===== config.mk =====
export PLATFORM = sky130hd
export DESIGN_NAME = http_request_stream_parser_flat
export DESIGN_NICKNAME = d
export VERILOG_FILES = /design/src/rtl/core/hrsp_pkg.sv /design/src/rtl/core/hrsp_stream_if.sv /design/src/rtl/core/hrsp_in_stage.sv /design/src/rtl/core/hrsp_parse_core.sv /design/src/rtl/core/hrsp_out_stage.sv /design/src/rtl/core/http_request_stream_parser.sv /design/src/flat_wrapper.sv
export SDC_FILE = /design/constraint.sdc
export NUM_CORES = 1
export LEC_CHECK = 0
export ABC_CLOCK_PERIOD_IN_PS = 12000
export BUFFER_PORTS_ARGS = -buffer_cell sky130_fd_sc_hd__buf_4
export CAP_MARGIN = 10
export CORE_MARGIN = 5
export CORE_UTILIZATION = 54
export DETAILED_ROUTE_END_ITERATION = 16
export HOLD_SLACK_MARGIN = 0.02
export PLACE_DENSITY = 0.82
export SYNTH_ARGS = -nofsm -noshare
export SYNTH_HDL_FRONTEND = slang
export SYNTH_SLANG_ARGS = --single-unit

===== constraint.sdc =====
create_clock -name clk -period 12 [get_ports clk]
set_input_delay 0.6 -clock clk [delete_from_list [all_inputs] [get_ports clk]]
set_output_delay 0.6 -clock clk [all_outputs]
set_load 0.02 [all_outputs]

===== src/rtl/core/hrsp_pkg.sv =====
// Package: shared types, codes and keyword tables of the HTTP request stream parser
`timescale 1ns / 1ps

package hrsp_pkg;

	// default width of the Content-Length accumulator and body counter
	localparam int LENGTH_BITS_DEF = 32;

	localparam logic [7:0] CH_CR    = 8'h0D;
	localparam logic [7:0] CH_LF    = 8'h0A;
	localparam logic [7:0] CH_SP    = 8'h20;
	localparam logic [7:0] CH_TAB   = 8'h09;
	localparam logic [7:0] CH_COLON = 8'h3A;
	localparam logic [7:0] CH_ZERO  = 8'h30;
	localparam logic [7:0] CH_NINE  = 8'h39;

	// keyword lengths
	localparam logic [3:0] VERSION_LEN = 4'd8;
	localparam logic [3:0] CLEN_LEN    = 4'd14;
	localparam logic [3:0] CONN_LEN    = 4'd10;
	localparam logic [3:0] KA_LEN      = 4'd10;
	localparam logic [3:0] POS_MAX     = 4'd15;

	// version candidate mask bits
	localparam int VER_10 = 0;
	localparam int VER_11 = 1;

	typedef enum logic [3:0] {
		ST_PRE_METHOD      = 4'd0,
		ST_METHOD          = 4'd1,
		ST_PRE_URI         = 4'd2,
		ST_URI             = 4'd3,
		ST_PRE_VERSION     = 4'd4,
		ST_VERSION         = 4'd5,
		ST_REQ_EOL         = 4'd6,
		ST_PRE_KEY         = 4'd7,
		ST_KEY             = 4'd8,
		ST_PRE_VALUE       = 4'd9,
		ST_VALUE           = 4'd10,
		ST_HEADER_EOL      = 4'd11,
		ST_HEADERS_END_EOL = 4'd12,
		ST_DATA            = 4'd13
	} parse_state_t;

	typedef enum logic [2:0] {
		CLS_BLANK   = 3'd0,
		CLS_METHOD  = 3'd1,
		CLS_URI     = 3'd2,
		CLS_VERSION = 3'd3,
		CLS_NAME    = 3'd4,
		CLS_VALUE   = 3'd5,
		CLS_BODY    = 3'd6,
		CLS_DELIM   = 3'd7
	} byte_class_t;

	// one result transaction
	typedef struct packed {
		byte_class_t byte_class;
		logic [7:0]  byte_value;
		logic        token_end;
		logic        request_done;
		logic        parse_error;
		logic        keep_alive;
		logic        conn_open;
	} result_t;

	// "HTTP/1." shared prefix, last character chosen by candidate
	function automatic logic [7:0] version_char(input logic [3:0] pos, input logic minor);
		logic [7:0] c;
		case (pos)
			4'd0: c = "H";
			4'd1: c = "T";
			4'd2: c = "T";
			4'd3: c = "P";
			4'd4: c = "/";
			4'd5: c = "1";
			4'd6: c = ".";
			4'd7: c = minor ? "1" : "0";
			default: c = 8'h00;
		endcase
		return c;
	endfunction

	function automatic logic [7:0] clen_char(input logic [3:0] pos);
		logic [7:0] c;
		case (pos)
			4'd0:  c = "C";
			4'd1:  c = "o";
			4'd2:  c = "n";
			4'd3:  c = "t";
			4'd4:  c = "e";
			4'd5:  c = "n";
			4'd6:  c = "t";
			4'd7:  c = "-";
			4'd8:  c = "L";
			4'd9:  c = "e";
			4'd10: c = "n";
			4'd11: c = "g";
			4'd12: c = "t";
			4'd13: c = "h";
			default: c = 8'h00;
		endcase
		return c;
	endfunction

	function automatic logic [7:0] conn_char(input logic [3:0] pos);
		logic [7:0] c;
		case (pos)
			4'd0: c = "C";
			4'd1: c = "o";
			4'd2: c = "n";
			4'd3: c = "n";
			4'd4: c = "e";
			4'd5: c = "c";
			4'd6: c = "t";
			4'd7: c = "i";
			4'd8: c = "o";
			4'd9: c = "n";
			default: c = 8'h00;
		endcase
		return c;
	endfunction

	function automatic logic [7:0] ka_char(input logic [3:0] pos);
		logic [7:0] c;
		case (pos)
			4'd0: c = "K";
			4'd1: c = "e";
			4'd2: c = "e";
			4'd3: c = "p";
			4'd4: c = "-";
			4'd5: c = "A";
			4'd6: c = "l";
			4'd7: c = "i";
			4'd8: c = "v";
			4'd9: c = "e";
			default: c = 8'h00;
		endcase
		return c;
	endfunction

endpackage


===== src/rtl/core/hrsp_stream_if.sv =====
// Interfaces: byte stream channel and parse result channel
`timescale 1ns / 1ps

interface hrsp_byte_if;
	import hrsp_pkg::*;

	logic       valid;
	logic       ready;
	logic [7:0] data_byte;

	modport source (output valid, output data_byte, input ready);
	modport sink (input valid, input data_byte, output ready);
endinterface

interface hrsp_result_if;
	import hrsp_pkg::*;

	logic        valid;
	logic        ready;
	byte_class_t byte_class;
	logic [7:0]  byte_value;
	logic        token_end;
	logic        request_done;
	logic        parse_error;
	logic        keep_alive;
	logic        conn_open;

	modport source (
		output valid, output byte_class, output byte_value, output token_end,
		output request_done, output parse_error, output keep_alive, output conn_open,
		input ready
	);
	modport sink (
		input valid, input byte_class, input byte_value, input token_end,
		input request_done, input parse_error, input keep_alive, input conn_open,
		output ready
	);
endinterface


===== src/rtl/core/hrsp_in_stage.sv =====
// Input register stage: captures one received byte per transaction
`timescale 1ns / 1ps

module hrsp_in_stage (
	input  logic       clk,
	input  logic       arst_n,
	hrsp_byte_if.sink  rx,
	input  logic       advance,
	output logic       valid_s1,
	output logic [7:0] data_s1
);
	import hrsp_pkg::*;

	// take a new byte when the stage is empty or its byte moves on this cycle
	assign rx.ready = !valid_s1 || advance;

	always_ff @(posedge clk or negedge arst_n) begin
		if (!arst_n) begin
			valid_s1 <= 1'b0;
		end else if (rx.ready) begin
			valid_s1 <= rx.valid;
		end
	end

	// hold the payload until it is consumed
	always_ff @(posedge clk) begin
		if (rx.valid && rx.ready) begin
			data_s1 <= rx.data_byte;
		end
	end

endmodule


===== src/rtl/core/hrsp_parse_core.sv =====
// Parser core: request state machine, keyword matchers and length accumulator
`timescale 1ns / 1ps

module hrsp_parse_core #(
	parameter int LENGTH_BITS = hrsp_pkg::LENGTH_BITS_DEF
) (
	input  logic             clk,
	input  logic             arst_n,
	input  logic             advance,
	input  logic [7:0]       data_s1,
	output hrsp_pkg::result_t result
);
	import hrsp_pkg::*;

	localparam int ACC_W = LENGTH_BITS + 4;

	parse_state_t           state_q, state_n;
	logic                   keep_q, keep_n;
	logic                   open_q, open_n;
	logic [LENGTH_BITS-1:0] body_q, body_n;
	logic [3:0]             pos_q, pos_n;
	logic                   is_len_q, is_len_n;
	logic                   is_conn_q, is_conn_n;
	logic                   is_ka_q, is_ka_n;
	logic [1:0]             ver_q, ver_n;
	logic [LENGTH_BITS-1:0] acc_q, acc_n;
	logic                   digits_q, digits_n;

	logic                   blank, pre_state, is_digit;
	logic [3:0]             pos_inc;
	logic [ACC_W-1:0]       acc_prod;
	logic [LENGTH_BITS-1:0] acc_next;
	logic [LENGTH_BITS-1:0] body_dec;
	parse_state_t           tok_state;
	byte_class_t            cls;
	logic                   tend, done, err;

	assign blank    = (data_s1 == CH_SP) || (data_s1 == CH_TAB);
	assign is_digit = (data_s1 >= CH_ZERO) && (data_s1 <= CH_NINE);
	assign pos_inc  = (pos_q < POS_MAX) ? pos_q + 4'd1 : pos_q;
	assign body_dec = (body_q != '0) ? body_q - {{(LENGTH_BITS-1){1'b0}}, 1'b1} : body_q;

	// accumulate a decimal digit as acc*8 + acc*2 + digit, saturating on overflow
	assign acc_prod = ({4'b0000, acc_q} << 3) + ({4'b0000, acc_q} << 1)
		+ {{(ACC_W-4){1'b0}}, data_s1[3:0]};
	assign acc_next = (acc_prod[ACC_W-1:LENGTH_BITS] != 4'b0000) ? '1
		: acc_prod[LENGTH_BITS-1:0];

	// map a blank-skipping state to the token state that follows it
	always_comb begin
		pre_state = 1'b1;
		case (state_q)
			ST_PRE_METHOD:  tok_state = ST_METHOD;
			ST_PRE_URI:     tok_state = ST_URI;
			ST_PRE_VERSION: tok_state = ST_VERSION;
			ST_PRE_KEY:     tok_state = ST_KEY;
			ST_PRE_VALUE:   tok_state = ST_VALUE;
			default: begin
				pre_state = 1'b0;
				tok_state = state_q;
			end
		endcase
	end

	// next state and result of one byte
	always_comb begin
		state_n   = state_q;
		keep_n    = keep_q;
		open_n    = open_q;
		body_n    = body_q;
		pos_n     = pos_q;
		is_len_n  = is_len_q;
		is_conn_n = is_conn_q;
		is_ka_n   = is_ka_q;
		ver_n     = ver_q;
		acc_n     = acc_q;
		digits_n  = digits_q;
		cls       = CLS_BLANK;
		tend      = 1'b0;
		done      = 1'b0;
		err       = 1'b0;

		if (open_q && !(pre_state && blank)) begin
			if (state_q == ST_PRE_KEY && data_s1 == CH_CR) begin
				// blank line: end of the header block
				cls     = CLS_DELIM;
				state_n = ST_HEADERS_END_EOL;
			end else begin
				state_n = tok_state;
				case (tok_state)
					ST_METHOD, ST_URI: begin
						if (data_s1 == CH_SP) begin
							cls  = CLS_DELIM;
							tend = 1'b1;
							if (tok_state == ST_URI) begin
								state_n   = ST_PRE_VERSION;
								pos_n     = 4'd0;
								is_ka_n   = 1'b1;
								acc_n     = '0;
								digits_n  = 1'b1;
								ver_n     = 2'b11;
								is_len_n  = 1'b1;
								is_conn_n = 1'b1;
							end else begin
								state_n = ST_PRE_URI;
							end
						end else if (data_s1 == CH_CR) begin
							err = 1'b1;
						end else begin
							cls = (tok_state == ST_METHOD) ? CLS_METHOD : CLS_URI;
						end
					end
					ST_VERSION: begin
						if (data_s1 == CH_CR) begin
							if (pos_q == VERSION_LEN && ver_q[VER_10]) begin
								keep_n  = 1'b0;
								body_n  = '0;
								cls     = CLS_DELIM;
								tend    = 1'b1;
								state_n = ST_REQ_EOL;
							end else if (pos_q == VERSION_LEN && ver_q[VER_11]) begin
								keep_n  = 1'b1;
								body_n  = '0;
								cls     = CLS_DELIM;
								tend    = 1'b1;
								state_n = ST_REQ_EOL;
							end else begin
								err = 1'b1;
							end
						end else if (data_s1 == CH_SP) begin
							err = 1'b1;
						end else begin
							cls = CLS_VERSION;
							if (pos_q < VERSION_LEN) begin
								if (data_s1 != version_char(pos_q, 1'b0)) ver_n[VER_10] = 1'b0;
								if (data_s1 != version_char(pos_q, 1'b1)) ver_n[VER_11] = 1'b0;
							end else begin
								ver_n = 2'b00;
							end
							pos_n = pos_inc;
						end
					end
					ST_REQ_EOL, ST_HEADER_EOL: begin
						if (data_s1 == CH_LF) begin
							cls       = CLS_DELIM;
							state_n   = ST_PRE_KEY;
							pos_n     = 4'd0;
							is_ka_n   = 1'b1;
							acc_n     = '0;
							digits_n  = 1'b1;
							ver_n     = 2'b11;
							is_len_n  = 1'b1;
							is_conn_n = 1'b1;
						end else begin
							err = 1'b1;
						end
					end
					ST_KEY: begin
						if (data_s1 == CH_COLON) begin
							cls  = CLS_DELIM;
							tend = 1'b1;
							if (pos_q != CLEN_LEN) is_len_n = 1'b0;
							if (pos_q != CONN_LEN) is_conn_n = 1'b0;
							pos_n    = 4'd0;
							is_ka_n  = 1'b1;
							acc_n    = '0;
							digits_n = 1'b1;
							state_n  = ST_PRE_VALUE;
						end else if (data_s1 == CH_CR) begin
							err = 1'b1;
						end else begin
							cls = CLS_NAME;
							if (pos_q >= CLEN_LEN || data_s1 != clen_char(pos_q)) is_len_n = 1'b0;
							if (pos_q >= CONN_LEN || data_s1 != conn_char(pos_q)) is_conn_n = 1'b0;
							pos_n = pos_inc;
						end
					end
					ST_VALUE: begin
						if (data_s1 == CH_CR) begin
							cls  = CLS_DELIM;
							tend = 1'b1;
							if (is_len_q) begin
								body_n = acc_q;
							end else if (is_conn_q && is_ka_q && pos_q == KA_LEN) begin
								keep_n = 1'b1;
							end
							state_n = ST_HEADER_EOL;
						end else if (data_s1 == CH_LF) begin
							err = 1'b1;
						end else begin
							cls = CLS_VALUE;
							if (pos_q >= KA_LEN || data_s1 != ka_char(pos_q)) is_ka_n = 1'b0;
							pos_n = pos_inc;
							if (digits_q && is_digit) begin
								acc_n = acc_next;
							end else begin
								digits_n = 1'b0;
							end
						end
					end
					ST_HEADERS_END_EOL: begin
						if (data_s1 == CH_LF) begin
							cls = CLS_DELIM;
							if (body_q == '0) begin
								done = 1'b1;
							end else begin
								state_n = ST_DATA;
							end
						end else begin
							err = 1'b1;
						end
					end
					ST_DATA: begin
						cls    = CLS_BODY;
						body_n = body_dec;
						if (body_dec == '0) done = 1'b1;
					end
					default: begin
						err = 1'b1;
					end
				endcase

				// close on error; restart or close at the end of a request
				if (err) begin
					cls    = CLS_DELIM;
					tend   = 1'b0;
					keep_n = 1'b0;
					open_n = 1'b0;
				end else if (done) begin
					body_n = '0;
					if (keep_n) begin
						state_n   = ST_PRE_METHOD;
						pos_n     = 4'd0;
						is_ka_n   = 1'b1;
						acc_n     = '0;
						digits_n  = 1'b1;
						ver_n     = 2'b11;
						is_len_n  = 1'b1;
						is_conn_n = 1'b1;
					end else begin
						open_n = 1'b0;
					end
				end
			end
		end
	end

	// drive the result of the current byte
	always_comb begin
		result.byte_class   = cls;
		result.byte_value   = data_s1;
		result.token_end    = tend;
		result.request_done = done;
		result.parse_error  = err;
		result.keep_alive   = keep_n;
		result.conn_open    = open_n;
	end

	// advance the parser state once per byte
	always_ff @(posedge clk or negedge arst_n) begin
		if (!arst_n) begin
			state_q   <= ST_PRE_METHOD;
			keep_q    <= 1'b0;
			open_q    <= 1'b1;
			body_q    <= '0;
			pos_q     <= 4'd0;
			is_len_q  <= 1'b1;
			is_conn_q <= 1'b1;
			is_ka_q   <= 1'b1;
			ver_q     <= 2'b11;
			acc_q     <= '0;
			digits_q  <= 1'b1;
		end else if (advance) begin
			state_q   <= state_n;
			keep_q    <= keep_n;
			open_q    <= open_n;
			body_q    <= body_n;
			pos_q     <= pos_n;
			is_len_q  <= is_len_n;
			is_conn_q <= is_conn_n;
			is_ka_q   <= is_ka_n;
			ver_q     <= ver_n;
			acc_q     <= acc_n;
			digits_q  <= digits_n;
		end
	end

endmodule


===== src/rtl/core/hrsp_out_stage.sv =====
// Output register stage: holds one result transaction until it is taken
`timescale 1ns / 1ps

module hrsp_out_stage (
	input  logic               clk,
	input  logic               arst_n,
	input  logic               load,
	input  hrsp_pkg::result_t  result,
	output logic               space,
	hrsp_result_if.source      tx
);
	import hrsp_pkg::*;

	logic    valid_s2;
	result_t result_s2;

	// room for a new result when empty or the held one leaves now
	assign space = !valid_s2 || tx.ready;

	always_ff @(posedge clk or negedge arst_n) begin
		if (!arst_n) begin
			valid_s2 <= 1'b0;
		end else if (space) begin
			valid_s2 <= load;
		end
	end

	always_ff @(posedge clk) begin
		if (load) begin
			result_s2 <= result;
		end
	end

	assign tx.valid        = valid_s2;
	assign tx.byte_class   = result_s2.byte_class;
	assign tx.byte_value   = result_s2.byte_value;
	assign tx.token_end    = result_s2.token_end;
	assign tx.request_done = result_s2.request_done;
	assign tx.parse_error  = result_s2.parse_error;
	assign tx.keep_alive   = result_s2.keep_alive;
	assign tx.conn_open    = result_s2.conn_open;

endmodule


===== src/rtl/core/http_request_stream_parser.sv =====
// Top level: HTTP/1.x request stream parser, one byte per transaction
`timescale 1ns / 1ps

// Labels every received byte of a connection with its token class (method, URI,
// version, header name, header value, body, delimiter or skipped blank) and
// reports token ends, request completion, syntax errors, the keep-alive decision
// and whether the connection is still open. Throughput is one byte per clock
// cycle, sustained whenever the result side keeps taking transactions; an
// accepted byte reaches its result through the input register and the result
// register, with the next-state logic between them. The parser
// state advances only when a byte moves from the input register to the result
// register, so stalls on either side lose nothing. Once the connection closes
// (error, or end of a request without keep-alive) bytes are still passed
// through, labelled as blanks, until reset. LENGTH_BITS sets the width of the
// Content-Length accumulator, which saturates at its maximum.
module http_request_stream_parser #(
	parameter int LENGTH_BITS = hrsp_pkg::LENGTH_BITS_DEF
) (
	input  logic          clk,
	input  logic          arst_n,
	hrsp_byte_if.sink     rx_byte,
	hrsp_result_if.source parse_result
);
	import hrsp_pkg::*;

	logic       valid_s1;
	logic [7:0] data_s1;
	logic       space;
	logic       advance;
	result_t    result;

	// move a byte through the parser when the result register has room
	assign advance = valid_s1 && space;

	hrsp_in_stage u_in_stage (
		.clk      (clk),
		.arst_n   (arst_n),
		.rx       (rx_byte),
		.advance  (advance),
		.valid_s1 (valid_s1),
		.data_s1  (data_s1)
	);

	hrsp_parse_core #(
		.LENGTH_BITS (LENGTH_BITS)
	) u_parse_core (
		.clk     (clk),
		.arst_n  (arst_n),
		.advance (advance),
		.data_s1 (data_s1),
		.result  (result)
	);

	hrsp_out_stage u_out_stage (
		.clk    (clk),
		.arst_n (arst_n),
		.load   (advance),
		.result (result),
		.space  (space),
		.tx     (parse_result)
	);

endmodule


===== src/flat_wrapper.sv =====
// flat-port wrapper written by rule: the top's interface ports become plain ports
module http_request_stream_parser_flat import hrsp_pkg::*;
#(
	parameter int LENGTH_BITS = hrsp_pkg::LENGTH_BITS_DEF
)
  (clk, arst_n, rx_byte_valid, rx_byte_data_byte, rx_byte_ready, parse_result_valid, parse_result_byte_class, parse_result_byte_value, parse_result_token_end, parse_result_request_done, parse_result_parse_error, parse_result_keep_alive, parse_result_conn_open, parse_result_ready);
  hrsp_byte_if rx_byte_i ();
  hrsp_result_if parse_result_i ();
  input  logic clk;
  input  logic arst_n;
  input wire logic [$bits(rx_byte_i.valid)-1:0] rx_byte_valid;
  input wire logic [$bits(rx_byte_i.data_byte)-1:0] rx_byte_data_byte;
  output wire logic [$bits(rx_byte_i.ready)-1:0] rx_byte_ready;
  output wire logic [$bits(parse_result_i.valid)-1:0] parse_result_valid;
  output wire logic [$bits(parse_result_i.byte_class)-1:0] parse_result_byte_class;
  output wire logic [$bits(parse_result_i.byte_value)-1:0] parse_result_byte_value;
  output wire logic [$bits(parse_result_i.token_end)-1:0] parse_result_token_end;
  output wire logic [$bits(parse_result_i.request_done)-1:0] parse_result_request_done;
  output wire logic [$bits(parse_result_i.parse_error)-1:0] parse_result_parse_error;
  output wire logic [$bits(parse_result_i.keep_alive)-1:0] parse_result_keep_alive;
  output wire logic [$bits(parse_result_i.conn_open)-1:0] parse_result_conn_open;
  input wire logic [$bits(parse_result_i.ready)-1:0] parse_result_ready;
  assign rx_byte_i.valid = rx_byte_valid;
  assign rx_byte_i.data_byte = rx_byte_data_byte;
  assign rx_byte_ready = rx_byte_i.ready;
  assign parse_result_valid = parse_result_i.valid;
  assign parse_result_byte_class = parse_result_i.byte_class;
  assign parse_result_byte_value = parse_result_i.byte_value;
  assign parse_result_token_end = parse_result_i.token_end;
  assign parse_result_request_done = parse_result_i.request_done;
  assign parse_result_parse_error = parse_result_i.parse_error;
  assign parse_result_keep_alive = parse_result_i.keep_alive;
  assign parse_result_conn_open = parse_result_i.conn_open;
  assign parse_result_i.ready = parse_result_ready;
  http_request_stream_parser #(.LENGTH_BITS(LENGTH_BITS)) u_core (.clk(clk), .arst_n(arst_n), .rx_byte(rx_byte_i), .parse_result(parse_result_i));
endmodule

# After elaboration in Yosys (flattened, before gate mapping)
# Memories as Yosys holds them, arrays and structs flattened.
# Cells that the tools add are included.
# word_totals
input_bits	12
n_memories	5
rom_bits	448
reg_bits	106
# op_classes
add_sub_neg	4
bitwise	2
n_mux	193
order_cmp	6
n_reduce_logical	33
eq_ne	27
# mem_list
memory	depth	word_bits	rd	rd_clocked_by_memory_dff	wr	line	rtl
(name not given)	16	7	1	0	0	hrsp_pkg.sv:86	case (pos)
(name not given)	16	7	1	0	0	hrsp_pkg.sv:108	case (pos)
(name not given)	16	7	1	0	0	hrsp_pkg.sv:126	case (pos)
(name not given)	8	7	1	0	0	hrsp_pkg.sv:70	case (pos)
(name not given)	8	7	1	0	0	hrsp_pkg.sv:70	
# ops
operator	n
$mux W32	19
$mux W8	29
$pmux W32 S4	1
$mux W4	26
$pmux W32 S3	1
$mux W1	80
$logic_not A32 Y1	2
$ne A8 B8 Y1	5
$pmux W4 S5	2
$add A35 B33 Y36	1
$add A36 B4 Y36	1
$mux W3	12
$eq A4 B4 Y1 const B	8
$reduce_bool A32 Y1	1
$sub A32 B1 Y32 const B	1
$eq A8 B4 Y1 const B	3
$mux W2	12
$pmux W4 S6	1
$pmux W3 S6	1
$eq A4 B3 Y1 const B	4
$eq A8 B6 Y1 const B	2
$pmux W1 S4	3
$logic_and A1 B1 Y1	11
$eq A4 B2 Y1 const B	2
other kinds (21)	37

# Longest topological paths before layout
# Gate-level depths: netlist of run 1.
# An unclocked memory read counts as a cell.
# depth
depth_word	17
ltp_mapped	16
depth_no_buf	14

# Cells and area by module
# From an unflattened synthesis of run 1, not the netlist that was laid out.
# hier_totals
cells_unflattened	1280
area_unflattened_um2	10055.9
# by_module_without_submodules
module	cells_each	seq_area_each_um2	area_each_um2	instances
hrsp_parse_core	1248	2010.7	9227.6	1
hrsp_out_stage	19	505.5	528.0	1
hrsp_in_stage	12	265.3	294.0	1
http_request_stream_parser	1	0.0	6.3	1

# Worst setup path after synthesis of run 1
# OpenSTA, ideal clock, no wires.
# synth_timing
path_type	reg-to-reg
start	register u_core.u_parse_core.acc_q[0]
end	register u_core.u_parse_core.acc_q[20]
required_ns	11.882
setup_slack_ns	8.048
arrival_time_ns	3.834
setup_ns	0.118
stages_incl_launch_ff	16
n_path_buf	2
period_less_slack_ns	3.952
cell_sequence	dfrtp_1 > fa_1 > inv_1 > fa_1 > nand2b_1 > a21o_1 > a2111oi_0 > o41ai_1 > o21ai_1 > a211oi_1 > xnor2_1 > and3_1 > buf_2 > buf_2 > a22oi_1 > a21o_1
# synth_between
elab_chain_cells	11
# synth_lines
element	line	rtl
start, declared	hrsp_parse_core.sv:26	logic [LENGTH_BITS-1:0] acc_q, acc_n;
start signal, assigned	hrsp_parse_core.sv:283	acc_q <= acc_n;
$add A35 B33 Y36 *	hrsp_parse_core.sv:44	assign acc_prod = ({4'b0000, acc_q} << 3) + ({4'b0000, acc_q} << 1)
$add A36 B4 Y36 *	hrsp_parse_core.sv:45	+ {{(ACC_W-4){1'b0}}, data_s1[3:0]};
$reduce_bool A4 Y1	hrsp_parse_core.sv:46	assign acc_next = (acc_prod[ACC_W-1:LENGTH_BITS] != 4'b0000) ? '1
$mux W32 *	hrsp_parse_core.sv:46	
$mux W32 *	hrsp_parse_core.sv:194	if (digits_q && is_digit) begin
$mux W32 *	hrsp_parse_core.sv:188	end else if (data_s1 == CH_LF) begin
$mux W32 *	hrsp_parse_core.sv:179	if (data_s1 == CH_CR) begin
$pmux W32 S4 *	hrsp_parse_core.sv:90	case (tok_state)
$mux W32	hrsp_parse_core.sv:231	if (keep_n) begin
$mux W32	hrsp_parse_core.sv:229	end else if (done) begin
$mux W32 *	hrsp_parse_core.sv:224	if (err) begin
# Mark *: on every way between the ends. The rest lies on a longest branch, timed or not.
# A chain may end at the register's enable or synchronous reset.

# Worst setup path after layout of run 1
# layout_timing
start	register u_core.u_in_stage.data_s1[3]
end	register u_core.u_parse_core.acc_q[1]
# layout_between
elab_chain_cells	10
# layout_lines
element	line	rtl
start, declared	hrsp_in_stage.sv:10	output logic [7:0] data_s1
start signal, assigned	hrsp_in_stage.sv:28	data_s1 <= rx.data_byte;
$add A36 B4 Y36 (tied with other cells)	hrsp_parse_core.sv:45	
$reduce_bool A4 Y1 / $logic_and A1 B1 Y1 (equally long branches)	hrsp_parse_core.sv:46, hrsp_parse_core.sv:39	
$mux W32 / $logic_and A1 B1 Y1 (equally long branches)	hrsp_parse_core.sv:46, hrsp_parse_core.sv:194	
$mux W32	hrsp_parse_core.sv:194	
$mux W32	hrsp_parse_core.sv:188	
$mux W32	hrsp_parse_core.sv:179	
$pmux W32 S4	hrsp_parse_core.sv:90	
$mux W32	hrsp_parse_core.sv:231	
$mux W32	hrsp_parse_core.sv:229	
$mux W32	hrsp_parse_core.sv:224	
# Parallel ways exist; a longest one is shown, timed or not. The select of a mux whose other input is x is not followed.

==> impl_metrics.csv, run 1 <==
group,metric,value,unit
global_routing,grtUsageMet2,0.3905,
global_routing,met1_usage,0.4120,
critical_path,worstPathArrival,5.60,ns
critical_path,crit_required,12.24,ns
yosys,synth-seq-cells,106,
power,p_switching,0.1826,mW
drt,wl_per_cell,20.75,µm
clock_network,cts_setup_buffers,0,
yosys,netlist.area_leader.share,0.1909,
critical_path,crit_path_end_kind,"flip-flop",
floorplan,dieArea,21010,µm²
global_routing,met3_usage,0.04989,
clock_network,cts_resized,0,
critical_path,r2r_slack,6.63,ns
yosys,synth_edf_count,24,
clock_network,insertion_delay,0.37,ns
critical_path,cp_max_fo,24,
yosys,synth.distinct_cells,96,
yosys,ys_top_cells_by_area,"dfrtp_1, ha_1, edfxtp_1",
drt,postRouteAntennaNets,0,
floorplan,ios,30,
power,internal-power,0.5757,mW
critical_path,r2r_end,"u_core.u_parse_core.acc_q[1]",
sta,drv_slew,0,
drt,drt-initial-drc-count,1785,
layout,finalNetCount,1274,
clock_network,cts-buffers-inserted,9,
drt,drcViolationCount,0,
placement,routabilityCongestion,1.008,
layout,layout-drive-gt1-share,0.07866,
yosys,synth_common_cells,"o21ai_0, nand2_1, a21oi_1, nor2_1, dfrtp_1",
sta,finClkSkew,0.008335,ns
layout,diodes,0,
sta,worstMarginPinSlew,1.179,ns
sta,hold_violations,0,
power,p_sw_frac,0.2408,
global_routing,grt_pass1_vias,8990,
yosys,yosys_most_used_dff,"dfrtp_1",
yosys,yosysMostFrequentCell,"o21ai_0",
job,cap_violations,0,
worst_hold_path,hp-class,"input pin to async pin",
floorplan,rows,49,
status,status,"completed",
floorplan,die_w,144.9,µm
drt,finalWirelength,29.55,mm
critical_path,worst_r2r_startpoint,"u_core.u_in_stage.data_s1[3]",
layout,fin_cells,1424,
sta,min_period_over_period,0.4473,
placement,numPortBuffers,29,
power,power_frac_comb,0.052,
drt,drt_pre_antenna_iters,6,
floorplan,die_y,144.9,µm
power,p_leak,4.450,nW
clock_network,cts_buffer_depth,2,
clock_network,path_clk_slew,0.08,ns
clock_network,cts_tree,"yes",
sta,setup_viol,0,
power,powerDensity,72.68,nW/µm²
yosys,post_synth_instance_area,9833,µm²
global_routing,grt_max_degree,53,
power,seqPwrFrac,0.506,
critical_path,ff2ff_path_depth,12,
floorplan,start_util,0.5474,
clock_network,cts-root-buf,"clkbuf_16",
global_routing,grt-busiest-layer,"met1",
clock_network,ctsHoldBuffers,0,
floorplan,fp.coreArea,17960,µm²
placement,dpl_cell_area,10110,µm²
global_routing,grt_pass1_wl,48.10,mm
drt,via_per_inst,6.953,
placement,post-place-cells,1408,
sta,clock.fmax,186.3,MHz
sta,relSlewSlack,0.2120,
power,p_clk_frac,0.442,
layout,area_growth,6.108,%
yosys,syn_nets,1296,
yosys,yosys.area.top_type,"dfrtp_1",
global_routing,grt_usage,0.2735,
global_routing,gr-total-overflow,0,
yosys,syn_inst,1212,
sta,fin_setup_tns,0,ns
clock_network,htreeDepth,3,
sta,rsz0062_at_grt,"no",
power,vdd_drop_max,0.07228,mV
yosys,seq_area_frac_synth,0.2829,
yosys,async_flop_share,0.7736,
sta,period_minus_slack,5.368,ns
yosys,avgSynthCellArea,8.113,µm²
yosys,synth_warnings,0,
critical_path,worstSetupStartpointType,"flip-flop",
layout,final_cell_area,10430,µm²
critical_path,critPathLaunch,"u_core.u_in_stage.data_s1[3]",
clock_network,clkSinkCount,106,
global_routing,antenna_found_initial,0,
placement,hpwl,21.53,mm
drt,num_vias,9901,
critical_path,path_class,"flip-flop to flip-flop",
## cell usage in the layout (no fill, tap or decap), drive strengths merged, types with 7 or more instances in the layout
cell type / n
a21oi: 107
a31oi: 16
xor2: 18
nor2b: 8
o21ai: 113
a221oi: 7
and3: 12
nor2: 103
or4: 8
o22ai: 15
dfstp: 7
nor3: 46
nand4: 11
inv: 37
nand2b: 18
a21o: 35
o211ai: 9
clkbuf: 9
a22oi: 39
edfxtp: 24
and2: 8
buf: 38
a211oi: 14
nor4: 25
o21a: 8
or3: 15
nand3: 27
xnor2: 39
dfrtp: 75
o31ai: 12
ha: 70
nand2: 108
## final cells by class
type / instances / area (µm²)
inverters: 36 / 135.1
fillers: 1588 / 7530
well taps: 229 / 286.5
clock buffers: 9 / 225.2
repair buffers: 38 / 285.3
clock inverters: 7 / 98.84
flip-flops and latches: 106 / 2781
multi-input cells: 999 / 6621
## worst max-delay path: stages (launching register included)
cell and delay, ns:
edfxtp_1 0.75, fa_1 0.56, ha_1 0.33, a211oi_1 0.26, o21ai_0 0.19, o21ai_0 0.52
a41oi_1 0.35, a21oi_1 0.37, o21ai_0 0.26, a211oi_1 0.45, nand3_1 0.62, o211ai_1 0.42
a22oi_1 0.13
## worst max path at each step
stage | end | slack [ns] | cells past startpoint
finish | u_core.u_parse_core.acc_q[1] | 6.63 | 12
global route | u_core.u_parse_core.acc_q[0] | 6.25 | 12
CTS | u_core.u_parse_core.acc_q[1] | 6.80 | 12
detailed placement | u_core.u_parse_core.acc_q[1] | 6.83 | 12
global placement | u_core.u_parse_core.acc_q[1] | 7.14 | 12
floorplan | u_core.u_parse_core.acc_q[20] | 8.05 | 15
## state kept, by name, summed over array words and instances, names as in the netlist
register                            flops
u_core.u_parse_core.acc_q              32
u_core.u_parse_core.body_q             32
u_core.u_in_stage.data_s1               8
u_core.u_out_stage.tx.byte_value        8
u_core.u_parse_core.pos_q               4
u_core.u_parse_core.state_q             4
u_core.u_out_stage.tx.byte_class        3
u_core.u_parse_core.ver_q               2
u_core.u_in_stage.valid_s1              1
u_core.u_out_stage.tx.conn_open         1
u_core.u_out_stage.tx.keep_alive        1
u_core.u_out_stage.tx.parse_error       1
u_core.u_out_stage.tx.request_done      1
u_core.u_out_stage.tx.token_end         1
u_core.u_out_stage.tx.valid             1
u_core.u_parse_core.digits_q            1
u_core.u_parse_core.is_conn_q           1
u_core.u_parse_core.is_ka_q             1
u_core.u_parse_core.is_len_q            1
u_core.u_parse_core.keep_q              1
u_core.u_parse_core.open_q              1
## logic make-up after synthesis
kind of cell,share of synthesized area
compound gates,0.3007
simple gates,0.2220
buf+inv,0.04428
flops,0.2829
fa+ha+maj,0.09314
xor+xnor,0.05077
mux,0.006235
## layer usage
metal | vias up | wire length, µm | share of wire
met5 | - | 0 | 0
met4 | 0 | 826 | 0.028
met3 | 73 | 3365 | 0.11
met2 | 626 | 12650 | 0.43
met1 | 4655 | 12710 | 0.43
li1 | 4547 | - | -
## metrics by stage
step	worst slack, ns	total power, mW	hold slack (ns)	util
global placement	7.136	0.4292	0.4696	0.5628
detailed placement	6.832	0.4305	0.4801	0.5628
CTS	6.798	0.7584	0.1909	0.5808
global route	6.245	0.7803	0.2067	0.5808
floorplan	8.048	0.4092	0.3044	-
finish	6.632	0.7583	0.1787	0.5808
## power groups by stage
stage / Sequential (mW) / Combinational (mW) / Clock, mW
final: 0.384 / 0.0393 / 0.335
after floorplan: 0.391 / 0.0186 / 0
after global routing: 0.385 / 0.0436 / 0.352
after CTS: 0.384 / 0.0396 / 0.335
after detailed placement: 0.391 / 0.0394 / 0
after global placement: 0.391 / 0.0382 / 0
(Power assumes the default switching activity.)
==> run 2: changes to the inputs <==
--- a/config.mk
+++ b/config.mk
@@ -5,14 +5,14 @@
 export SDC_FILE = /design/constraint.sdc
 export NUM_CORES = 1
 export LEC_CHECK = 0
-export ABC_CLOCK_PERIOD_IN_PS = 12000
+export ABC_CLOCK_PERIOD_IN_PS = 4700
 export BUFFER_PORTS_ARGS = -buffer_cell sky130_fd_sc_hd__buf_4
 export CAP_MARGIN = 10
 export CORE_MARGIN = 5
 export CORE_UTILIZATION = 54
 export DETAILED_ROUTE_END_ITERATION = 16
 export HOLD_SLACK_MARGIN = 0.02
-export PLACE_DENSITY = 0.82
+export PLACE_DENSITY = 0.84
 export SYNTH_ARGS = -nofsm -noshare
 export SYNTH_HDL_FRONTEND = slang
 export SYNTH_SLANG_ARGS = --single-unit
==> constraint.sdc (replaced) <==
create_clock -name clk -period 4.7 [get_ports clk]
set_input_delay 0.235 -clock clk [delete_from_list [all_inputs] [get_ports clk]]
set_output_delay 0.235 -clock clk [all_outputs]
set_load 0.02 [all_outputs]
==> impl_metrics.csv, run 2 (synthesized netlist as in run 1, its figures left out) <==
group,metric,value,unit
sta,rsz0062_at_grt,"no",
drt,postRouteAntennaNets,0,
floorplan,ios,30,
layout,area_growth,7.253,%
placement,post-place-cells,1425,
drt,via_per_inst,7.031,
drt,wl_per_cell,21.32,µm
sta,period_minus_slack,4.430,ns
clock_network,cts_setup_buffers,0,
global_routing,grt_pass1_wl,49.78,mm
floorplan,dieArea,21010,µm²
drt,drcViolationCount,0,
global_routing,grt_max_degree,79,
power,powerDensity,175.6,nW/µm²
placement,routabilityCongestion,0.9739,
sta,setup_viol,0,
critical_path,worstSetupStartpointType,"flip-flop",
clock_network,cts-root-buf,"clkbuf_16",
floorplan,die_y,144.9,µm
critical_path,path_cells,"inv_1 > ha_1 > nor2b_1 > nand2_1 > o31ai_1 > o22ai_1 > a221oi_2 > o21a_1 > a41oi_4 > a21oi_2 > nand2b_1 > a32oi_1",
placement,numPortBuffers,29,
worst_hold_path,hp-class,"input pin to flip-flop",
clock_network,cts-buffers-inserted,9,
power,total_power,1.852,mW
placement,hpwl,22.41,mm
layout,fill_cells,1570,
floorplan,start_util,0.5474,
critical_path,crit_path_end_kind,"flip-flop",
clock_network,insertion_delay,0.36,ns
critical_path,path_class,"flip-flop to flip-flop",
clock_network,cts_tree,"yes",
sta,finClkSkew,0.01121,ns
critical_path,crit_path_max_incr_delay,0.58,ns
floorplan,fp.coreArea,17960,µm²
sta,worstMarginPinSlew,1.028,ns
clock_network,cts_buffer_depth,2,
floorplan,die_w,144.9,µm
sta,fin_setup_tns,0,ns
sta,relSlewSlack,0.3146,
layout,finalNetCount,1292,
sta,worst_hold_slack,0.04593,ns
critical_path,crit_required,4.92,ns
layout,largest_registers,"u_core.u_parse_core.acc_q: 32 flops, u_core.u_parse_core.body_q: 32 flops",
layout,layout-drive-gt1-share,0.09398,
layout,final_core_util,0.5871,
global_routing,grt_usage,0.2820,
layout,seq_area,2781,µm²
critical_path,crit_slowest_cell,"dfrtp_1",
layout,layout_commonest_cell,"o21ai_0",
layout,final_cell_mix,"o21ai_0, nand2_1, a21oi_1, nor2_1, dfrtp_1",
floorplan,rows,49,
global_routing,gr-total-overflow,0,
drt,finalWirelength,30.74,mm
global_routing,grt_pass1_vias,9375,
clock_network,htreeDepth,3,
clock_network,path_clk_slew,0.08,ns
drt,num_vias,10138,
status,status,"completed",
critical_path,cp_max_fo,14,
sta,drv_slew,0,
drt,drt_pre_antenna_iters,6,
drt,drt-initial-drc-count,1642,
layout,fin_cells,1442,
global_routing,antenna_found_initial,0,
layout,diodes,0,
clock_network,clkSinkCount,106,
layout,multi_input_area,6636,µm²
power,vdd_drop_max,0.1372,mV
critical_path,worstPathArrival,4.65,ns
job,cap_violations,0,
sta,hold_violations,0,
sta,min_period_over_period,0.9425,
sta,clock.fmax,225.7,MHz
power,p_leak,4.517,nW
-- run 2: layer usage --
metal / vias up / part of all wire / track usage
met4: 0 / 0.035 / 0.1045
met2: 704 / 0.43 / 0.4167
met3: 103 / 0.12 / 0.05613
met5: - / 0 / 0
met1: 4749 / 0.42 / 0.4090
li1: 4582 / - / -
-- run 2: metrics by stage --
stage	area [µm²]	setup slack (ns)
2_1_floorplan	9833	0.7484
3_3_place_gp	10240	0.2953
3_5_place_dp	10240	0.3008
4_1_cts	10530	0.2513
5_1_grt	10550	0.1254
6_report	10550	0.2701
-- run 2: layout make-up --
cell class | instances | share of cell area
Clock buffer | 9 | 0.02135
Sequential cell | 106 | 0.2637
Multi-Input combinational cell | 999 | 0.6293
Inverter | 36 | 0.01281
Tap cell | 229 | 0.02717
Timing Repair Buffer | 56 | 0.04010
Clock inverter | 7 | 0.005576
-- run 2: final timing paths --
path	depth (start not counted)	slack (ns)	startpoint	end
min in group asynchronous	2	0.20	arst_n	u_core.u_parse_core.body_q[14]
max in group asynchronous	3	3.31	arst_n	u_core.u_parse_core.body_q[7]
worst min register to register	1	0.48	u_core.u_parse_core.open_q	u_core.u_parse_core.open_q
worst max-delay path	12	0.27	u_core.u_parse_core.pos_q[0]	u_core.u_parse_core.acc_q[29]
worst max register to register	12	0.27	u_core.u_parse_core.pos_q[0]	u_core.u_parse_core.acc_q[29]
worst min-delay path	1	0.05	rx_byte_data_byte[0]	u_core.u_in_stage.data_s1[0]
-- run 2: what timing repair did --
action,in CTS,in global routing
hold endpoints to repair,4,0
endpoints found under the setup margin,0,25
hold buffers,1,0
resized for setup,0,3
-- run 2: critical path, delay by kind of cell (launching register included) --
| family | cells | cell delay (ns) |
|---|---|---|
| and+or+nand+nor | 3 | 0.62 |
| adders and majority gates | 1 | 0.50 |
| buffers and inverters | 1 | 0.32 |
| DFF | 1 | 0.58 |
| AOI/OAI and AO/OA | 7 | 2.27 |
-- run 2: power by group --
group          switching [mW]  leakage [nW]  internal [mW]
Combinational          0.0693          3.14         0.0407
Sequential             0.0154          1.24          0.959
Clock                   0.396         0.141          0.372
Total                   0.481          4.52           1.37
